## src/euler_angle_rotation_update_top_assert.svh

```systemverilog
// Assertion macros for the Euler rotation block
`ifndef EULER_ANGLE_ROTATION_UPDATE_TOP_ASSERT_SVH
`define EULER_ANGLE_ROTATION_UPDATE_TOP_ASSERT_SVH
`ifndef SYNTHESIS
`define ERU_ASSERT_IMPL(label, cond) \
   label: assert property (@(posedge clock) disable iff (reset) (cond)) \
      else $error("assertion failed");
`define ERU_ASSERT_SEQ(label, ante, cons) \
   label: assert property (@(posedge clock) disable iff (reset) (ante) |=> (cons)) \
      else $error("assertion failed");
`else
`define ERU_ASSERT_IMPL(label, cond)
`define ERU_ASSERT_SEQ(label, ante, cons)
`endif
`endif

```

## src/eru_pkg.sv

```systemverilog
// Package: payload types, constants and fixed-point helpers
`timescale 1ns / 1ps
package eru_pkg;
   localparam int unsigned AngleWidth = 16;
   localparam int unsigned PipeDepth  = 9;
   localparam logic [14:0] Quarter = 15'd16384;
   localparam logic [14:0] SinC1 = 15'd25736;
   localparam logic [14:0] SinC3 = 15'd10512;
   localparam logic [10:0] SinC5 = 11'd1160;

   typedef struct packed {
      logic [15:0] pitch_angle;
      logic [15:0] yaw_angle;
      logic [15:0] roll_angle;
      logic signed [15:0] pitch_rate;
      logic signed [15:0] yaw_rate;
      logic signed [15:0] roll_rate;
   } req_item_type;

   typedef struct packed {
      logic [15:0] new_pitch;
      logic [15:0] new_yaw;
      logic [15:0] new_roll;
      logic signed [15:0] rot_r0c0;
      logic signed [15:0] rot_r0c1;
      logic signed [15:0] rot_r0c2;
      logic signed [15:0] rot_r1c0;
      logic signed [15:0] rot_r1c1;
      logic signed [15:0] rot_r1c2;
      logic signed [15:0] rot_r2c0;
      logic signed [15:0] rot_r2c1;
      logic signed [15:0] rot_r2c2;
   } rsp_item_type;

   // Q1.14 product rounded half up
   function automatic logic signed [17:0] qmul(input logic signed [15:0] a,
                                               input logic signed [15:0] b);
      logic signed [31:0] p;
      p = a * b + 32'sd8192;
      return p[31:14];
   endfunction

   function automatic logic signed [15:0] sat_unit(input logic signed [18:0] v);
      if (v > 19'sd16384) return 16'sd16384;
      if (v < -19'sd16384) return -16'sd16384;
      return v[15:0];
   endfunction
endpackage

```

## src/eru_sincos.sv

```systemverilog
// Pipelined quarter-wave polynomial sine
`timescale 1ns / 1ps
module eru_sincos import eru_pkg::*; (
   input  logic clock,
   input  logic enable,
   input  logic [15:0] angle,
   output logic signed [15:0] sine
);
   logic [14:0] x_in, x_ff, x2_ff, x3_ff, x4_ff;
   logic [1:0] q2_ff, q3_ff, q4_ff, q5_ff;
   logic [29:0] sq;
   logic [15:0] t2_ff, t2b_ff;
   logic [26:0] pa;
   logic [14:0] inner_ff;
   logic [31:0] pb;
   logic [14:0] mid_ff;
   logic [29:0] pc;
   logic [15:0] s;
   assign x_in = angle[14] ? (Quarter - {1'b0, angle[13:0]}) : {1'b0, angle[13:0]};
   assign sq = x_ff * x_ff + 30'd8192;
   assign pa = t2_ff * SinC5 + 27'd8192;
   assign pb = t2b_ff * inner_ff + 32'd8192;
   assign pc = x4_ff * mid_ff + 30'd8192;
   assign s  = pc[29:14] > 16'(Quarter) ? 16'(Quarter) : pc[29:14];
   always_ff @(posedge clock) begin
      if (enable) begin
         x_ff <= x_in;  q2_ff <= angle[15:14];
         t2_ff <= sq[29:14]; x2_ff <= x_ff; q3_ff <= q2_ff;
         inner_ff <= SinC3 - 15'(pa[26:14]); t2b_ff <= t2_ff;
         x3_ff <= x2_ff; q4_ff <= q3_ff;
         mid_ff <= SinC1 - 15'(pb[31:14]); x4_ff <= x3_ff; q5_ff <= q4_ff;
         sine <= q5_ff[1] ? -$signed(s) : $signed(s);
      end
   end
endmodule

```

## config.mk

```make
export PLATFORM = sky130hd
export DESIGN_NAME = eru_sincos
export DESIGN_NICKNAME = d
export VERILOG_FILES = /design/src/euler_angle_rotation_update_top_assert.svh /design/src/eru_pkg.sv /design/src/eru_sincos.sv
export SDC_FILE = /design/constraint.sdc
export NUM_CORES = 2
export LEC_CHECK = 0
export BUFFER_PORTS_ARGS = -buffer_cell sky130_fd_sc_hd__buf_2
export CORE_MARGIN = 8
export CORE_UTILIZATION = 50
export CTS_CLUSTER_SIZE = 16
export DETAILED_ROUTE_END_ITERATION = 7
export MAX_ROUTING_LAYER = met4
export PLACE_DENSITY = 0.66
export SYNTH_ARGS = -nofsm -noshare
export SYNTH_HDL_FRONTEND = slang
export SYNTH_SLANG_ARGS = --single-unit
```

## constraint.sdc

```tcl
create_clock -name clock -period 9.3 [get_ports clock]
set_clock_uncertainty 0.05 [all_clocks]
set_input_delay 0 -clock clock [delete_from_list [all_inputs] [get_ports clock]]
set_output_delay 0 -clock clock [all_outputs]
set_load 0.005 [all_outputs]
```

# Word level (Yosys, flattened, before mapping)
# Cells that the tools add are included.
[word_totals] register_bits=146 latch_bits=0 ram_bits=0 mem_bits_ro=0 inputBits=18 output_inout_bits=16 n_memories=0
[classes] addsub=8 n_mul=4 div=0 magnitude_cmp=1 eq_ne=0 n_shift=0 muxes=3 bitwise_logic=0 n_reduce_logical=0
[op_table] cell="30-bit by 14-bit adder with 30-bit output, second input constant" count=2
[op_table] cell="15-bit by 15-bit multiplier with 30-bit output" count=2
[op_table] cell="16-bit 2-to-1 mux" count=2
[op_table] cell="29-bit by 14-bit adder with 29-bit output, second input constant" count=1
[op_table] cell="16-bit by 15-bit multiplier with 29-bit output" count=1
[op_table] cell="27-bit by 14-bit adder with 27-bit output, second input constant" count=1
[op_table] cell="16-bit by 8-bit multiplier with 24-bit output, second input constant" count=1
[op_table] cell="16-bit by 15-bit greater-than comparator with 1-bit output, second input constant" count=1
[op_table] cell="16-bit negation" count=1
[op_table] cell="14-bit by 13-bit subtractor with 15-bit output, first input constant" count=1
[op_table] cell="15-bit by 14-bit subtractor with 15-bit output, first input constant" count=1
[op_table] cell="15-bit subtractor, first input constant" count=1
[op_table] cell="14-bit 2-to-1 mux" count=1

# Longest topological paths before layout
[depth] depth_word=6 depth_mapped=33

# Worst setup path after synthesis
# OpenSTA, ideal clock, no wires.
[synth_path] path_type="flip-flop to flip-flop" start="reg mid_ff[7]" end="reg sine[12], data pin" t_arrival_ns=7.355 required_time_ns=8.978 path_slack_ns=1.624 stages_incl_launch_ff=32 n_path_buf=3 period_less_slack_ns=7.676 path_cell_list="edfxtp_1 -> clkbuf_1 -> nand2_1 -> fa_1 -> inv_1 -> fa_1 -> inv_1 -> fa_1 -> inv_1 -> fa_1 -> inv_1 -> fa_1 -> fa_1 -> inv_1 -> ha_1 -> buf_2 -> a21oi_1 -> o21ai_1 -> nor4_1 -> o22ai_1 -> nor4_1 -> nand4b_1 -> o311ai_1 -> o2111ai_1 -> buf_2 -> or3_1 -> ha_1 -> nand3_1 -> nor2_1 -> nand3_1 -> a211o_1 -> o211ai_1"
[synth_via] elab_chain_len=6
[synth_rtl] item="start, declared" line_no="eru_sincos.sv:16" text="logic [14:0] mid_ff;"
[synth_rtl] item="start signal, assigned" line_no="eru_sincos.sv:31" text="mid_ff <= SinC1 - 15'(pb[31:14]); x4_ff <= x3_ff; q5_ff <= q4_ff;"
[synth_rtl] item="15-bit by 15-bit multiplier with 30-bit output *" line_no="eru_sincos.sv:23" text="assign pc = x4_ff * mid_ff + 30'd8192;"
[synth_rtl] item="30-bit by 14-bit adder with 30-bit output *" line_no="eru_sincos.sv:23"
[synth_rtl] item="16-bit by 15-bit greater-than comparator with 1-bit output" line_no="eru_sincos.sv:24" text="assign s = pc[29:14] > 16'(Quarter) ? 16'(Quarter) : pc[29:14];"
[synth_rtl] item="16-bit 2-to-1 mux *" line_no="eru_sincos.sv:24"
[synth_rtl] item="16-bit negation" line_no="eru_sincos.sv:32" text="sine <= q5_ff[1] ? -$signed(s) : $signed(s);"
[synth_rtl] item="16-bit 2-to-1 mux *" line_no="eru_sincos.sv:32"
[synth_rtl] item="end signal, assigned" line_no="eru_sincos.sv:32"
[synth_rtl] item="end, declared" line_no="eru_sincos.sv:7" text="output logic signed [15:0] sine"
# Every way passes the cells marked *; elsewhere a longest branch is shown, timed or not.
# A chain may end at the register's enable or synchronous reset.

# Worst setup path in the final report
# Ends and elaborated chain as after synthesis.

==> impl_metrics.py <==
metrics = {
    "sta": {
        "grt_setup_unrepaired": "false",
        "hold_viol": 0,
        "slew_headroom_pct": 37.49,
        "setup_tns_ps": 0,
        "tightest_slew_ps": 937.7,
        "timing_max_transition_violations_final": 0,
        "report.final.setup_viol": 0,
        "period_share_pct": 93.12,
        "timing.fmax_ghz": 0.1155,
        "fin_crit_ps": 8660,
    },
    "min_path": {
        "worst_hold_path_type": "input port to flop",
        "min_from": "enable",
        "hold_end": "x_ff[0]",
        "worstHoldPathCells": 1,
    },
    "floorplan": {
        "placeableCoreArea_sq_um": 55950,
        "die_area_sq_um": 64000,
        "io_pins": 34,
        "chipHeight_microns": 253.0,
        "placement_rows": 87,
        "floorplan.die.width_microns": 253.0,
        "start_util_pct": 50.19,
    },
    "setup_path": {
        "cpPeakStageDelay_ps": 710,
        "endpoint_of_the_lowest_slack_register_to_register_path": "sine[12]",
        "cp_common_cell": "sky130_fd_sc_hd__fa_1",
        "crit_arrival_ps": 8790,
        "worst-endpoint-required_ps": 9430,
        "critical_path.slowest_cell": "sky130_fd_sc_hd__edfxtp_1",
        "setup.worst_path.start_class": "flop",
        "timing.critical_path.max_delay_family": "adder cells",
        "cp_num_buf_inv": 3,
        "critical_path_class": "flop to flop",
        "r2r.worst_path.cells": 27,
        "worst_r2r_startpoint": "mid_ff[7]",
        "worst-path-max-fanout": 15,
        "crit_path_end_kind": "flop",
        "rrSetupSlack_ps": 640,
    },
    "drt": {
        "drtAntennaViolNets": 0,
        "drt_wl_total_microns": 61510,
        "wl_per_cell_microns": 16.84,
        "total_via_count_after_detailed_routing": 19570,
        "drt_pre_antenna_iters": 5,
        "drt_iter0_drc": 945,
        "drc": 0,
        "avgViaCountPerCell": 5.358,
    },
    "global_route": {
        "grt.met1_usage_pct": 24.67,
        "globalRoute.busiestLayer": "met2",
        "first_global_vias": 21060,
        "first_pass_grt_wire_length_microns": 103200,
        "grt-ovfl-total": 0,
        "grt_use_met3_pct": 2.309,
        "grtUsageTotal_pct": 20.47,
        "met2_global_route_usage_pct": 36.09,
        "grt_max_degree": 78,
        "antenna_found_initial": 0,
    },
    "flow_run": {
        "cap_violations": 0,
    },
    "synthesis": {
        "dominant_cell_type_by_area_after_synthesis": "sky130_fd_sc_hd__fa_1",
        "mappedNetlistNets": 3748,
        "synth_area_sq_um": 28080,
        "synthFlopType": "sky130_fd_sc_hd__edfxtp_1",
        "avgSynthCellArea_sq_um": 9.713,
        "post_synth_main_area_contributors": "sky130_fd_sc_hd__fa_1 34%, sky130_fd_sc_hd__ha_1 16%, sky130_fd_sc_hd__edfxtp_1 15%, sky130_fd_sc_hd__inv_1 8.1%, sky130_fd_sc_hd__and2_1 5.7%",
        "synth_async_sr_flop_share_pct": 0,
        "synth.top_cell.area_share_pct": 34.29,
        "synthCells": 2891,
        "number_of_synthesis_warnings": 0,
        "synth_sequential_area_ratio_pct": 15.08,
        "yosys_register_bits": 141,
        "synth.lib_cells_used.distinct": 83,
        "synth.most_common_cell": "sky130_fd_sc_hd__inv_1",
        "synth-edff-count": 141,
        "post_synth_most_frequent_cells": "604 x sky130_fd_sc_hd__inv_1, 481 x sky130_fd_sc_hd__fa_1, 361 x sky130_fd_sc_hd__nand2_1",
    },
    "cells_and_area": {
        "layout-drive-gt1-share_pct": 3.763,
        "final.fill_count": 5036,
        "nets": 3741,
        "antenna-diode-count": 0,
        "layout-area-overhead-vs-synth_pct": 5.806,
    },
    "clocking": {
        "cts_hold_buf": 24,
        "post_cts_buffers": 0,
        "clkSlewWorstSetupHoldPaths_ps": 70,
        "cts-root-buf": "sky130_fd_sc_hd__clkbuf_16",
        "htree_num_levels": 4,
        "cts_tree": "yes",
        "cts_inserted_buffers": 17,
        "post_cts.resized_instances": 0,
        "clkLatencyLatePin_ps": 450,
        "cts_max_path_buffers": 2,
        "clock_tree_sinks": 141,
    },
    "placement": {
        "dp_hpwl_microns": 49930,
        "place.port_buffers": 33,
        "globalplace.congestion": 0.9016,
    },
    "outcome": {
        "run_status": "finished clean",
    },
}
## cell families (layout without fill, tap and decap cells)
logic type,count (synthesis),in the layout,synth area share [%]
XOR/XNOR,107,107,3.337
AND/OR/NAND/NOR,853,853,15.26
buffers and inverters,697,703,9.357
flip-flops,141,141,15.08
AO/OA/AOI/OAI,241,241,6.238
adder cells (fa/ha/maj),840,840,50.28
multiplexers,12,12,0.4500
## layout by cell type, fill, tap and decap left out, types with 7 or more instances in the layout
cell type	instances
sky130_fd_sc_hd__o211ai_1	10
sky130_fd_sc_hd__o31ai_1	9
sky130_fd_sc_hd__clkbuf_16	17
sky130_fd_sc_hd__a21oi_1	38
sky130_fd_sc_hd__or3_1	23
sky130_fd_sc_hd__o21a_1	12
sky130_fd_sc_hd__nor4_1	7
sky130_fd_sc_hd__a21o_1	19
sky130_fd_sc_hd__xnor2_1	66
sky130_fd_sc_hd__or2_2	9
sky130_fd_sc_hd__buf_2	32
sky130_fd_sc_hd__dlygate4sd3_1	24
sky130_fd_sc_hd__nand3_1	32
sky130_fd_sc_hd__a211oi_1	11
sky130_fd_sc_hd__o21ai_0	35
sky130_fd_sc_hd__inv_1	604
sky130_fd_sc_hd__nor3_1	21
sky130_fd_sc_hd__nand2_1	361
sky130_fd_sc_hd__nand2b_1	16
sky130_fd_sc_hd__nand4_1	10
sky130_fd_sc_hd__and2_1	255
sky130_fd_sc_hd__nor2b_1	8
sky130_fd_sc_hd__a31oi_1	15
sky130_fd_sc_hd__ha_1	358
sky130_fd_sc_hd__a211o_1	8
sky130_fd_sc_hd__mux2i_1	7
sky130_fd_sc_hd__o21ai_1	10
sky130_fd_sc_hd__edfxtp_1	141
sky130_fd_sc_hd__o2111ai_1	9
sky130_fd_sc_hd__nor2_1	67
sky130_fd_sc_hd__fa_1	481
sky130_fd_sc_hd__and3_1	8
sky130_fd_sc_hd__buf_4	10
sky130_fd_sc_hd__xor2_1	41
## metrics by stage
| step | setup slack (ps) | instances | hold WS [ps] | util, % | cell area (sq um) |
|---|---|---|---|---|---|
| 2_1_floorplan | 1624 | 2891 | 48.87 | - | 28080 |
| 6_report | 639.7 | 3653 | 9.852 | 53.10 | 29710 |
| 4_1_cts | 722.4 | 3653 | 2.854 | 53.10 | 29710 |
| 3_5_place_dp | 773.0 | 3597 | 128.6 | 51.67 | 28910 |
| 3_3_place_gp | 1086 | 3597 | 129.7 | 51.67 | 28910 |
| 5_1_grt | 133.0 | 3653 | 21.24 | 53.10 | 29710 |
## layout make-up
cell class	count	area, sq um	area share [%]
Multi-Input combinational cell	2053	21220	71.42
Inverter	604	2267	7.631
Tap cell	756	945.9	3.184
Clock buffer	18	429.2	1.445
Clock inverter	14	128.9	0.4338
Timing Repair Buffer	67	486.7	1.638
Sequential cell	141	4234	14.25
## routing by layer
layer	vias to the layer above	part of all wire, %
li1	9095	-
met1	9915	42
met2	442	51
met3	120	3.7
met4	0	2.7
met5	-	0
## worst register-to-register path: stages (launching register included)
cell and delay, ps:
sky130_fd_sc_hd__edfxtp_1 710, sky130_fd_sc_hd__nand2_1 160, sky130_fd_sc_hd__fa_1 550, sky130_fd_sc_hd__inv_1 50
sky130_fd_sc_hd__fa_1 490, sky130_fd_sc_hd__inv_1 50, sky130_fd_sc_hd__fa_1 530, sky130_fd_sc_hd__inv_1 60
sky130_fd_sc_hd__fa_1 450, sky130_fd_sc_hd__fa_1 510, sky130_fd_sc_hd__fa_1 410, sky130_fd_sc_hd__ha_1 360
sky130_fd_sc_hd__a21oi_1 260, sky130_fd_sc_hd__o21ai_1 170, sky130_fd_sc_hd__or3_1 330, sky130_fd_sc_hd__mux2i_1 240
sky130_fd_sc_hd__o22ai_1 220, sky130_fd_sc_hd__nor4_1 700, sky130_fd_sc_hd__nand4b_1 290, sky130_fd_sc_hd__o311ai_1 310
sky130_fd_sc_hd__o2111ai_1 290, sky130_fd_sc_hd__or3_1 430, sky130_fd_sc_hd__ha_1 250, sky130_fd_sc_hd__nand3_1 130
sky130_fd_sc_hd__nor2_1 70, sky130_fd_sc_hd__nand3_1 120, sky130_fd_sc_hd__a211o_1 130, sky130_fd_sc_hd__o211ai_1 90
## worst max path at each step
stage,depth (start not counted),from,end
detailed placement,28,mid_ff[7],sine[12]
global placement,26,mid_ff[7],sine[8]
CTS,28,mid_ff[7],sine[12]
floorplan,31,mid_ff[7],sine[12]
finish,27,mid_ff[7],sine[12]
global route,28,mid_ff[7],sine[12]
## registers in the layout, indices dropped and copies added, names as in the netlist, 14 cells and up
register / cells
sine: 16
x_ff: 15
mid_ff: 15
x2_ff: 15
inner_ff: 14
t2_ff: 16
x4_ff: 15
x3_ff: 15
t2b_ff: 16
Power is not shown: default switching activity piles up to over one toggle a cycle in this logic, so the estimate is an artifact.
