<file path="config.mk">
export PLATFORM = sky130hd
export DESIGN_NAME = eru_advance
export DESIGN_NICKNAME = d
export VERILOG_FILES = /design/src/euler_angle_rotation_update_top_assert.svh /design/src/eru_pkg.sv /design/src/eru_advance.sv
export SDC_FILE = /design/constraint.sdc
export NUM_CORES = 1
export LEC_CHECK = 0
export ABC_AREA = 0
export BUFFER_PORTS_ARGS = -buffer_cell sky130_fd_sc_hd__buf_4
export CAP_MARGIN = 25
export CORE_MARGIN = 1
export CORE_UTILIZATION = 45
export DETAILED_ROUTE_END_ITERATION = 8
export GPL_TIMING_DRIVEN = 0
export PLACE_DENSITY = 0.69
export REMOVE_ABC_BUFFERS = 1
export SETUP_SLACK_MARGIN = 0.5
export SLEW_MARGIN = 20
export SYNTH_ARGS = -nofsm -noshare
export SYNTH_HDL_FRONTEND = slang
export SYNTH_SLANG_ARGS = --single-unit
</file>
<file path="constraint.sdc">
create_clock -name clock -period 9.9 [get_ports clock]
set_input_delay 1.485 -clock clock [delete_from_list [all_inputs] [get_ports clock]]
set_output_delay 1.485 -clock clock [all_outputs]
set_load 0.1 [all_outputs]
</file>
<file path="src/euler_angle_rotation_update_top_assert.svh">
// Assertion macros for the Euler rotation block
`ifndef EULER_ANGLE_ROTATION_UPDATE_TOP_ASSERT_SVH
`define EULER_ANGLE_ROTATION_UPDATE_TOP_ASSERT_SVH
`ifndef SYNTHESIS
`define ERU_ASSERT_IMPL(label, cond) \
   label: assert property (@(posedge clock) disable iff (reset) (cond)) \
      else $error("assertion failed");
`define ERU_ASSERT_SEQ(label, ante, cons) \
   label: assert property (@(posedge clock) disable iff (reset) (ante) |=> (cons)) \
      else $error("assertion failed");
`else
`define ERU_ASSERT_IMPL(label, cond)
`define ERU_ASSERT_SEQ(label, ante, cons)
`endif
`endif

</file>
<file path="src/eru_pkg.sv">
// Package: payload types, constants and fixed-point helpers
`timescale 1ns / 1ps
package eru_pkg;
   localparam int unsigned AngleWidth = 16;
   localparam int unsigned PipeDepth  = 9;
   localparam logic [14:0] Quarter = 15'd16384;
   localparam logic [14:0] SinC1 = 15'd25736;
   localparam logic [14:0] SinC3 = 15'd10512;
   localparam logic [10:0] SinC5 = 11'd1160;

   typedef struct packed {
      logic [15:0] pitch_angle;
      logic [15:0] yaw_angle;
      logic [15:0] roll_angle;
      logic signed [15:0] pitch_rate;
      logic signed [15:0] yaw_rate;
      logic signed [15:0] roll_rate;
   } req_item_type;

   typedef struct packed {
      logic [15:0] new_pitch;
      logic [15:0] new_yaw;
      logic [15:0] new_roll;
      logic signed [15:0] rot_r0c0;
      logic signed [15:0] rot_r0c1;
      logic signed [15:0] rot_r0c2;
      logic signed [15:0] rot_r1c0;
      logic signed [15:0] rot_r1c1;
      logic signed [15:0] rot_r1c2;
      logic signed [15:0] rot_r2c0;
      logic signed [15:0] rot_r2c1;
      logic signed [15:0] rot_r2c2;
   } rsp_item_type;

   // Q1.14 product rounded half up
   function automatic logic signed [17:0] qmul(input logic signed [15:0] a,
                                               input logic signed [15:0] b);
      logic signed [31:0] p;
      p = a * b + 32'sd8192;
      return p[31:14];
   endfunction

   function automatic logic signed [15:0] sat_unit(input logic signed [18:0] v);
      if (v > 19'sd16384) return 16'sd16384;
      if (v < -19'sd16384) return -16'sd16384;
      return v[15:0];
   endfunction
endpackage

</file>
<file path="src/eru_advance.sv">
// Angle advance stage: scale rate, round, wrap
`timescale 1ns / 1ps
module eru_advance import eru_pkg::*; (
   input  logic clock,
   input  logic enable,
   input  logic [15:0] step_scale,
   input  logic [15:0] angle,
   input  logic signed [15:0] rate,
   output logic [15:0] new_angle
);
   logic signed [32:0] prod_ff, prod_in;
   logic [15:0] angle_ff;
   logic signed [32:0] rounded;
   assign prod_in = $signed({1'b0, step_scale}) * rate;
   assign rounded = prod_ff + 33'sd32768;
   always_ff @(posedge clock) begin
      if (enable) begin
         prod_ff  <= prod_in;
         angle_ff <= angle;
         new_angle <= angle_ff + rounded[31:16];
      end
   end
endmodule

</file>
[Word-level counts from Yosys, hierarchy flattened]
Index checks and enable logic that the tools add are counted.
Operators by class
  add/subtract/negate cells: 2
  multipliers: 1
Operator list (number)
  32-bit by 17-bit adder with 32-bit output, second input constant: 1
  17-bit by 16-bit multiplier with 32-bit output: 1
  16-bit adder: 1
Storage, ports and cells
  flip-flop bits (word level): 64
  input port bits: 50
  logic and storage cells: 6

[Logic depth before layout (Yosys ltp)]
Gate-level depths: netlist of the first run.
  word-level depth: 2
  depth in mapped cells: 23
  gate-level depth less buffers: 22

[Least setup slack after synthesis of the first run]
Ideal clock, no wire load.
  path type: input-to-reg
  start point: in step_scale[7]
  end point: reg prod_ff[31] (data pin)
  library setup time: 0.266 ns
  data arrival time: 6.670 ns
  data required time: 9.634 ns
  path slack: 2.964 ns
  cell stages on the path: 22
  path buffers: 1
  path through: clkbuf_1 nand2_1 fa_1 inv_1 fa_1 inv_1 fa_1 inv_1 fa_1 fa_1 inv_1 fa_1 inv_1 ha_1 nand4_1 nor4b_2 o31ai_2 o2111ai_1 nand3_1 a21oi_2 and4_1 nor3_1
On the way
  word-level cells in the longest chain between the ends: 1
RTL lines
  start, declared: line eru_advance.sv:6  | input logic [15:0] step_scale,
  17-bit by 16-bit multiplier with 32-bit output: line eru_advance.sv:14  | assign prod_in = $signed({1'b0, step_scale}) * rate;
  named net prod_in[31]: line eru_advance.sv:11  | logic signed [32:0] prod_ff, prod_in;
  end signal, assigned: line eru_advance.sv:18  | prod_ff <= prod_in;
  end, declared: line eru_advance.sv:11
The timed path passes the listed nets, and every way through them passes these cells.
A chain may end at the register's enable or synchronous reset.

[Worst setup path in the final report of the first run]
  start point: in step_scale[5]
  end point: reg prod_ff[31] (data pin)
The elaborated chain is that of the path after synthesis.

==> results.sh, run 1 <==
export IMPL_drc=0
export IMPL_antenna_found_initial=0
export IMPL_p_switching_uw=2012
export IMPL_reg2reg_depth=12
export IMPL_fin_nets=1497
export IMPL_power_leakage_uw=0.005735
export IMPL_synth_area_top_cells="fa_1 (37%), ha_1 (15%), edfxtp_1 (14%), inv_1 (8.5%), and2_1 (7.4%)"
export IMPL_postSynth_asyncResetShare_pct=0
export IMPL_hold_path_depth=1
export IMPL_p_seq_share_pct=12.9
export IMPL_dieWidth_um=155.3
export IMPL_path_class="in -> reg"
export IMPL_ant_nets=0
export IMPL_dieArea_um2=24110
export IMPL_setup_tns_ns=0
export IMPL_postCtsSetupBuffers=0
export IMPL_rsz0062_at_grt="false"
export IMPL_ys_seq_area_share_pct=13.92
export IMPL_synthesis_area_um2=10570
export IMPL_swShare_pct=49.88
export IMPL_max_vdd_ir_drop_v=0.0003247
export IMPL_cts_tree="yes"
export IMPL_hold_ws_ns=0.5606
export IMPL_synth_seq_cells=49
export IMPL_syn_to_final_growth_pct=8.736
export IMPL_status="finished, final reports clean"
export IMPL_gp_congestion=0.8175
export IMPL_initial_core_util_pct=46.27
export IMPL_fmax_mhz=140.0
export IMPL_root_buffer="clkbuf_16"
export IMPL_insertion_delay_ns=0.29
export IMPL_finalCritPeriodShare_pct=72.17
export IMPL_grt_max_degree=50
export IMPL_via_per_inst=5.109
export IMPL_final_common_cell="inv_1"
export IMPL_yosysWarnings=0
export IMPL_drive_above_1_share_pct=7.384
export IMPL_boundaryPins=66
export IMPL_placed_area_um2=11330
export IMPL_arrival_ns=7.18
export IMPL_wire_per_inst_um=15.58
export IMPL_setup_viol=0
export IMPL_dp_final_hpwl_um=17500
export IMPL_drt_iter0_markers=311
export IMPL_dr_pass1_iters=4
export IMPL_path_clk_slew_ns=0.07
export IMPL_hold_buffers=0
export IMPL_synth_largest_area_cell="fa_1"
export IMPL_dp_cells=1429
export IMPL_power_frac_comb_pct=82.4
export IMPL_min_period_ns=7.144
export IMPL_cts_max_level=2
export IMPL_grt_pass1_wl_um=37830
export IMPL_tightest_slew_ns=0.6263
export IMPL_synth_cell_types=46
export IMPL_cts_max_path_buffers=2
export IMPL_hold_viol=0
export IMPL_start_kind="input port"
export IMPL_clockPowerShare_pct=4.8
export IMPL_r2r_setup_slack_ns=6.56
export IMPL_synth_top_area_share_pct=36.74
export IMPL_max_cap_violations=0
export IMPL_synth_ff_type="edfxtp_1"
export IMPL_relSlewSlack_pct=58.25
export IMPL_regArea_um2=1471
export IMPL_required_ns=9.94
export IMPL_numCtsBuffers=5
export IMPL_numClockSinks=49
export IMPL_routed_wirelength_um=22390
export IMPL_n_antenna_cell=0
export IMPL_final_cell_mix="inv_1 (239), fa_1 (194), ha_1 (130)"
export IMPL_fillers=2159
export IMPL_cts_resized=0
export IMPL_maxSlewViolCount=0
export IMPL_grt_overflow=0
export IMPL_p_int_uw=2022
export IMPL_synthCells=1084
export IMPL_portBuffers=65
export IMPL_grt_pass1_vias=7899
export IMPL_vias=7341
export IMPL_worstPathMaxFanout=16
export IMPL_multi_input_area_um2=8078
export IMPL_fp_row_count=55
export IMPL_synth_edff_count=49
export IMPL_syn_mean_instance_area_um2=9.751
export IMPL_fin_cells=1437
export IMPL_power_density_nw_per_um2=351.0
export IMPL_grt_util_all_layers_pct=19.97
export IMPL_core_um2=22850
export IMPL_crit_path_end_kind="register"
export IMPL_stdcell_area_um2=11490
export IMPL_min_path_type="reg -> reg"
export IMPL_die_y_um=155.3
export IMPL_fin_skew_ns=0.006027
[kinds of logic (layout without fill, tap and decap cells)]
logic type	Yosys count	in the layout	synth area share, %
AOI/OAI and AO/OA	64	64	4.522
xor gates and xnor gates	47	47	3.894
DFF	49	49	13.92
adders and majority gates	324	324	52.13
and+or+nand+nor	328	328	15.87
buffers and inverters	272	312	9.659
[metrics by stage]
step	total power, µW	setup slack (ns)	utilization, %
4_1_cts	4107	2.685	50.31
5_1_grt	4521	2.447	50.31
6_report	4035	2.756	50.31
2_1_floorplan	3156	3.196	-
3_3_place_gp	3823	2.438	49.57
3_5_place_dp	3887	2.364	49.57
[worst max-delay path, stage by stage]
cell and delay (ns):
buf_4 0.20, and2_1 0.21, fa_1 0.53, inv_1 0.05, fa_1 0.53, inv_1 0.05, fa_1 0.51, fa_1 0.45
fa_1 0.50, inv_1 0.05, fa_1 0.47, inv_1 0.04, ha_1 0.34, nand4_1 0.14, nor4b_2 0.42, o31ai_2 0.16
o2111ai_1 0.34, nand3_1 0.19, a21oi_2 0.24, and4_1 0.21, nor3_1 0.05
[Yosys cell counts (7+ instances only)]
cell	instances
and3_1	10
fa_1	194
inv_1	239
clkbuf_1	33
ha_1	130
a21oi_1	17
and2_1	125
edfxtp_1	49
nand3_1	15
nand2b_1	10
nor2_1	24
xnor2_1	33
o21ai_0	9
nand2_1	122
xor2_1	14
a21o_1	7
[path summary, 6_finish.rpt]
path	startpoint	endpoint
setup / recovery	step_scale[5]	prod_ff[31]
hold / removal	angle_ff[0]	new_angle[0]
setup reg to reg	prod_ff[15]	new_angle[14]
hold reg to reg	angle_ff[0]	new_angle[0]
[power groups by stage]
stage / combinational, µW / clock [µW] / sequential, µW
after floorplan: 2390 / 0 / 771
after global placement: 3300 / 0 / 524
after detailed placement: 3360 / 0 / 525
after CTS: 3390 / 197 / 521
after global routing: 3790 / 204 / 530
final: 3320 / 192 / 520
[flip-flops by register name (all words and copies together), names as in the netlist]
register   flops
prod_ff       17
angle_ff      16
new_angle     16
[per-layer routing]
metal	vias to the layer above	track usage, %	wire (µm)
met2	150	35.01	11370
met4	0	4.015	307
li1	3395	-	-
met5	-	0	0
met3	22	2.396	1041
met1	3774	26.68	9664
[layout make-up]
type / instances / area share (%)
Clock inverter: 2 / 0.3375
Sequential cell: 49 / 12.80
Clock buffer: 6 / 1.121
Inverter: 239 / 7.805
Multi-Input combinational cell: 763 / 70.28
Tap cell: 313 / 3.407
Timing Repair Buffer: 65 / 4.246
No activity file was read; power rests on OpenSTA's default activity.
==> inputs of run 2 (changes only) <==
Settings changed: PLACE_DENSITY 0.69 to 0.71.
Clock period 9.9 ns to 6.3 ns, I/O delays scaled along.
==> run 2 against run 1 <==
Effect of this change: register-to-register slack got worse by 3.6 ns; non-clock buffer count increased by 46; sequential cell count did not move; critical path depth increased by 1; clock skew increased by 0.0018 ns; global-route usage increased by 2.0 points; die area stayed put; routed wire length is 14% higher; first-iteration DRC count up 47%; via count is 5.8% higher; hold slack improved by 0.0081 ns; final cell count up 3.1%.
==> results.sh, run 2 (synthesis gave the netlist of run 1 again) <==
export IMPL_status="finished, final reports clean"
export IMPL_numCtsBuffers=5
export IMPL_insertion_delay_ns=0.29
export IMPL_vias=7764
export IMPL_core_um2=22850
export IMPL_worstPathMaxFanout=16
export IMPL_wire_per_inst_um=17.18
export IMPL_drc=0
export IMPL_holdPathEnd="new_angle[0]"
export IMPL_n_antenna_cell=0
export IMPL_drt_iter0_markers=456
export IMPL_grt_overflow=0
export IMPL_rsz0062_at_grt="true"
export IMPL_top_register="prod_ff"
export IMPL_max_cap_violations=0
export IMPL_fmax_mhz=160.2
export IMPL_grt_util_all_layers_pct=21.97
export IMPL_r2r_setup_slack_ns=2.99
export IMPL_fin_skew_ns=0.007864
export IMPL_grt_max_degree=50
export IMPL_fillers=1987
export IMPL_placed_area_um2=11330
export IMPL_multi_input_area_um2=8373
export IMPL_boundaryPins=66
export IMPL_syn_to_final_growth_pct=17.90
export IMPL_path_clk_slew_ns=0.06
export IMPL_path_common_cell="fa_1"
export IMPL_portBuffers=65
export IMPL_relSlewSlack_pct=58.70
export IMPL_dieArea_um2=24110
export IMPL_fin_nets=1543
export IMPL_tightest_slew_ns=0.6194
export IMPL_final_common_cell="inv_1"
export IMPL_largest_register_ff_count=17
export IMPL_root_buffer="clkbuf_16"
export IMPL_reg2reg_depth=12
export IMPL_final_cell_mix="inv_1 (231), fa_1 (185), ha_1 (124)"
export IMPL_r2r_end="new_angle[14]"
export IMPL_hold_buffers=0
export IMPL_die_y_um=155.3
export IMPL_cts_max_path_buffers=2
export IMPL_numClockSinks=49
export IMPL_dieWidth_um=155.3
export IMPL_grt_pass1_vias=8367
export IMPL_start_kind="input port"
export IMPL_dr_pass1_iters=5
export IMPL_path_class="in -> reg"
export IMPL_regArea_um2=1471
export IMPL_critPathTopFamily="adder cells"
export IMPL_worstHoldStart="angle_ff[0]"
export IMPL_dp_final_hpwl_um=17810
export IMPL_maxSlewViolCount=0
export IMPL_cp_slowest_cell="fa_1"
export IMPL_biggestRegsByFlops="prod_ff (17), angle_ff (16), new_angle (16)"
export IMPL_cts_tree="yes"
export IMPL_arrival_ns=6.27
export IMPL_fp_row_count=55
export IMPL_required_ns=6.33
export IMPL_stdcell_area_um2=12460
export IMPL_routed_wirelength_um=25460
export IMPL_setup_viol=0
export IMPL_cp_num_buf_inv=6
export IMPL_cts_max_level=2
export IMPL_min_period_ns=6.240
export IMPL_min_path_type="reg -> reg"
export IMPL_antenna_found_initial=0
export IMPL_r2r_start="prod_ff[15]"
export IMPL_via_per_inst=5.239
export IMPL_crit_path_end_kind="register"
export IMPL_ant_nets=0
export IMPL_max_stage_delay_ns=0.54
export IMPL_finalCritPeriodShare_pct=99.05
export IMPL_gp_congestion=0.8063
export IMPL_drive_above_1_share_pct=15.65
export IMPL_initial_core_util_pct=46.27
export IMPL_grt_pass1_wl_um=41230
export IMPL_hold_path_depth=1
export IMPL_cp_num_cells=22
export IMPL_setup_tns_ns=0
export IMPL_critical_path_cell_chain="buf_12 -> and2_4 -> fa_1 -> inv_1 -> fa_2 -> fa_1 -> inv_1 -> fa_1 -> fa_1 -> inv_2 -> fa_1 -> inv_2 -> ha_4 -> nand4_1 -> nor4b_4 -> buf_4 -> o31ai_4 -> o2111ai_4 -> nand3_2 -> a21oi_4 -> and4_1 -> nor3_2"
export IMPL_hold_viol=0
==> run 2: what timing repair did <==
| item | 4_1_cts | 5_1_grt |
|---|---|---|
| cloned | 0 | 1 |
| endpoints found under the hold margin | 0 | 0 |
| resized for setup | 87 | 49 |
| endpoints found under the setup margin | 16 | 15 |
| pin swaps | 38 | 32 |
| buffers inserted | 27 | 18 |
==> run 2: routing by layer <==
| layer | track usage, % | vias up | part of all wire [%] |
|---|---|---|---|
| met2 | 38.48 | 227 | 51 |
| met1 | 28.66 | 4000 | 42 |
| met3 | 2.841 | 44 | 5.6 |
| li1 | - | 3493 | - |
| met4 | 5.836 | 0 | 2.0 |
| met5 | 0 | - | 0 |
==> run 2: through the flow <==
stage / std cells / hold slack, ns / utilization, % / setup slack, ns
after global placement: 1429 / 0.5464 / 49.57 / -0.6050
after CTS: 1463 / 0.5737 / 52.92 / 0.06460
after floorplan: 1051 / 0.5256 / - / 0.1361
after global routing: 1482 / 0.5874 / 54.55 / -0.1120
final: 1482 / 0.5686 / 54.55 / 0.05967
after detailed placement: 1429 / 0.5491 / 49.57 / -0.6850
==> run 2: how the worst max path moves through the flow <==
stage / from / end
after global routing: rate[5] / prod_ff[31]
after CTS: rate[11] / prod_ff[31]
after detailed placement: rate[4] / prod_ff[31]
after global placement: step_scale[5] / prod_ff[31]
final: step_scale[9] / prod_ff[31]
after floorplan: step_scale[8] / prod_ff[31]
==> run 2: cell type report <==
type	count	area share [%]
multi-input combinational	763	67.19
sequential	49	11.81
timing repair buffer	111	9.528
inverter	239	7.229
tap	313	3.143
clock buffer	6	1.034
clock inverter	1	0.07028
Power of run 2 is left out: the tool's default activity adds up to more than one toggle a clock period on the data nets, which glitch-free logic cannot reach.
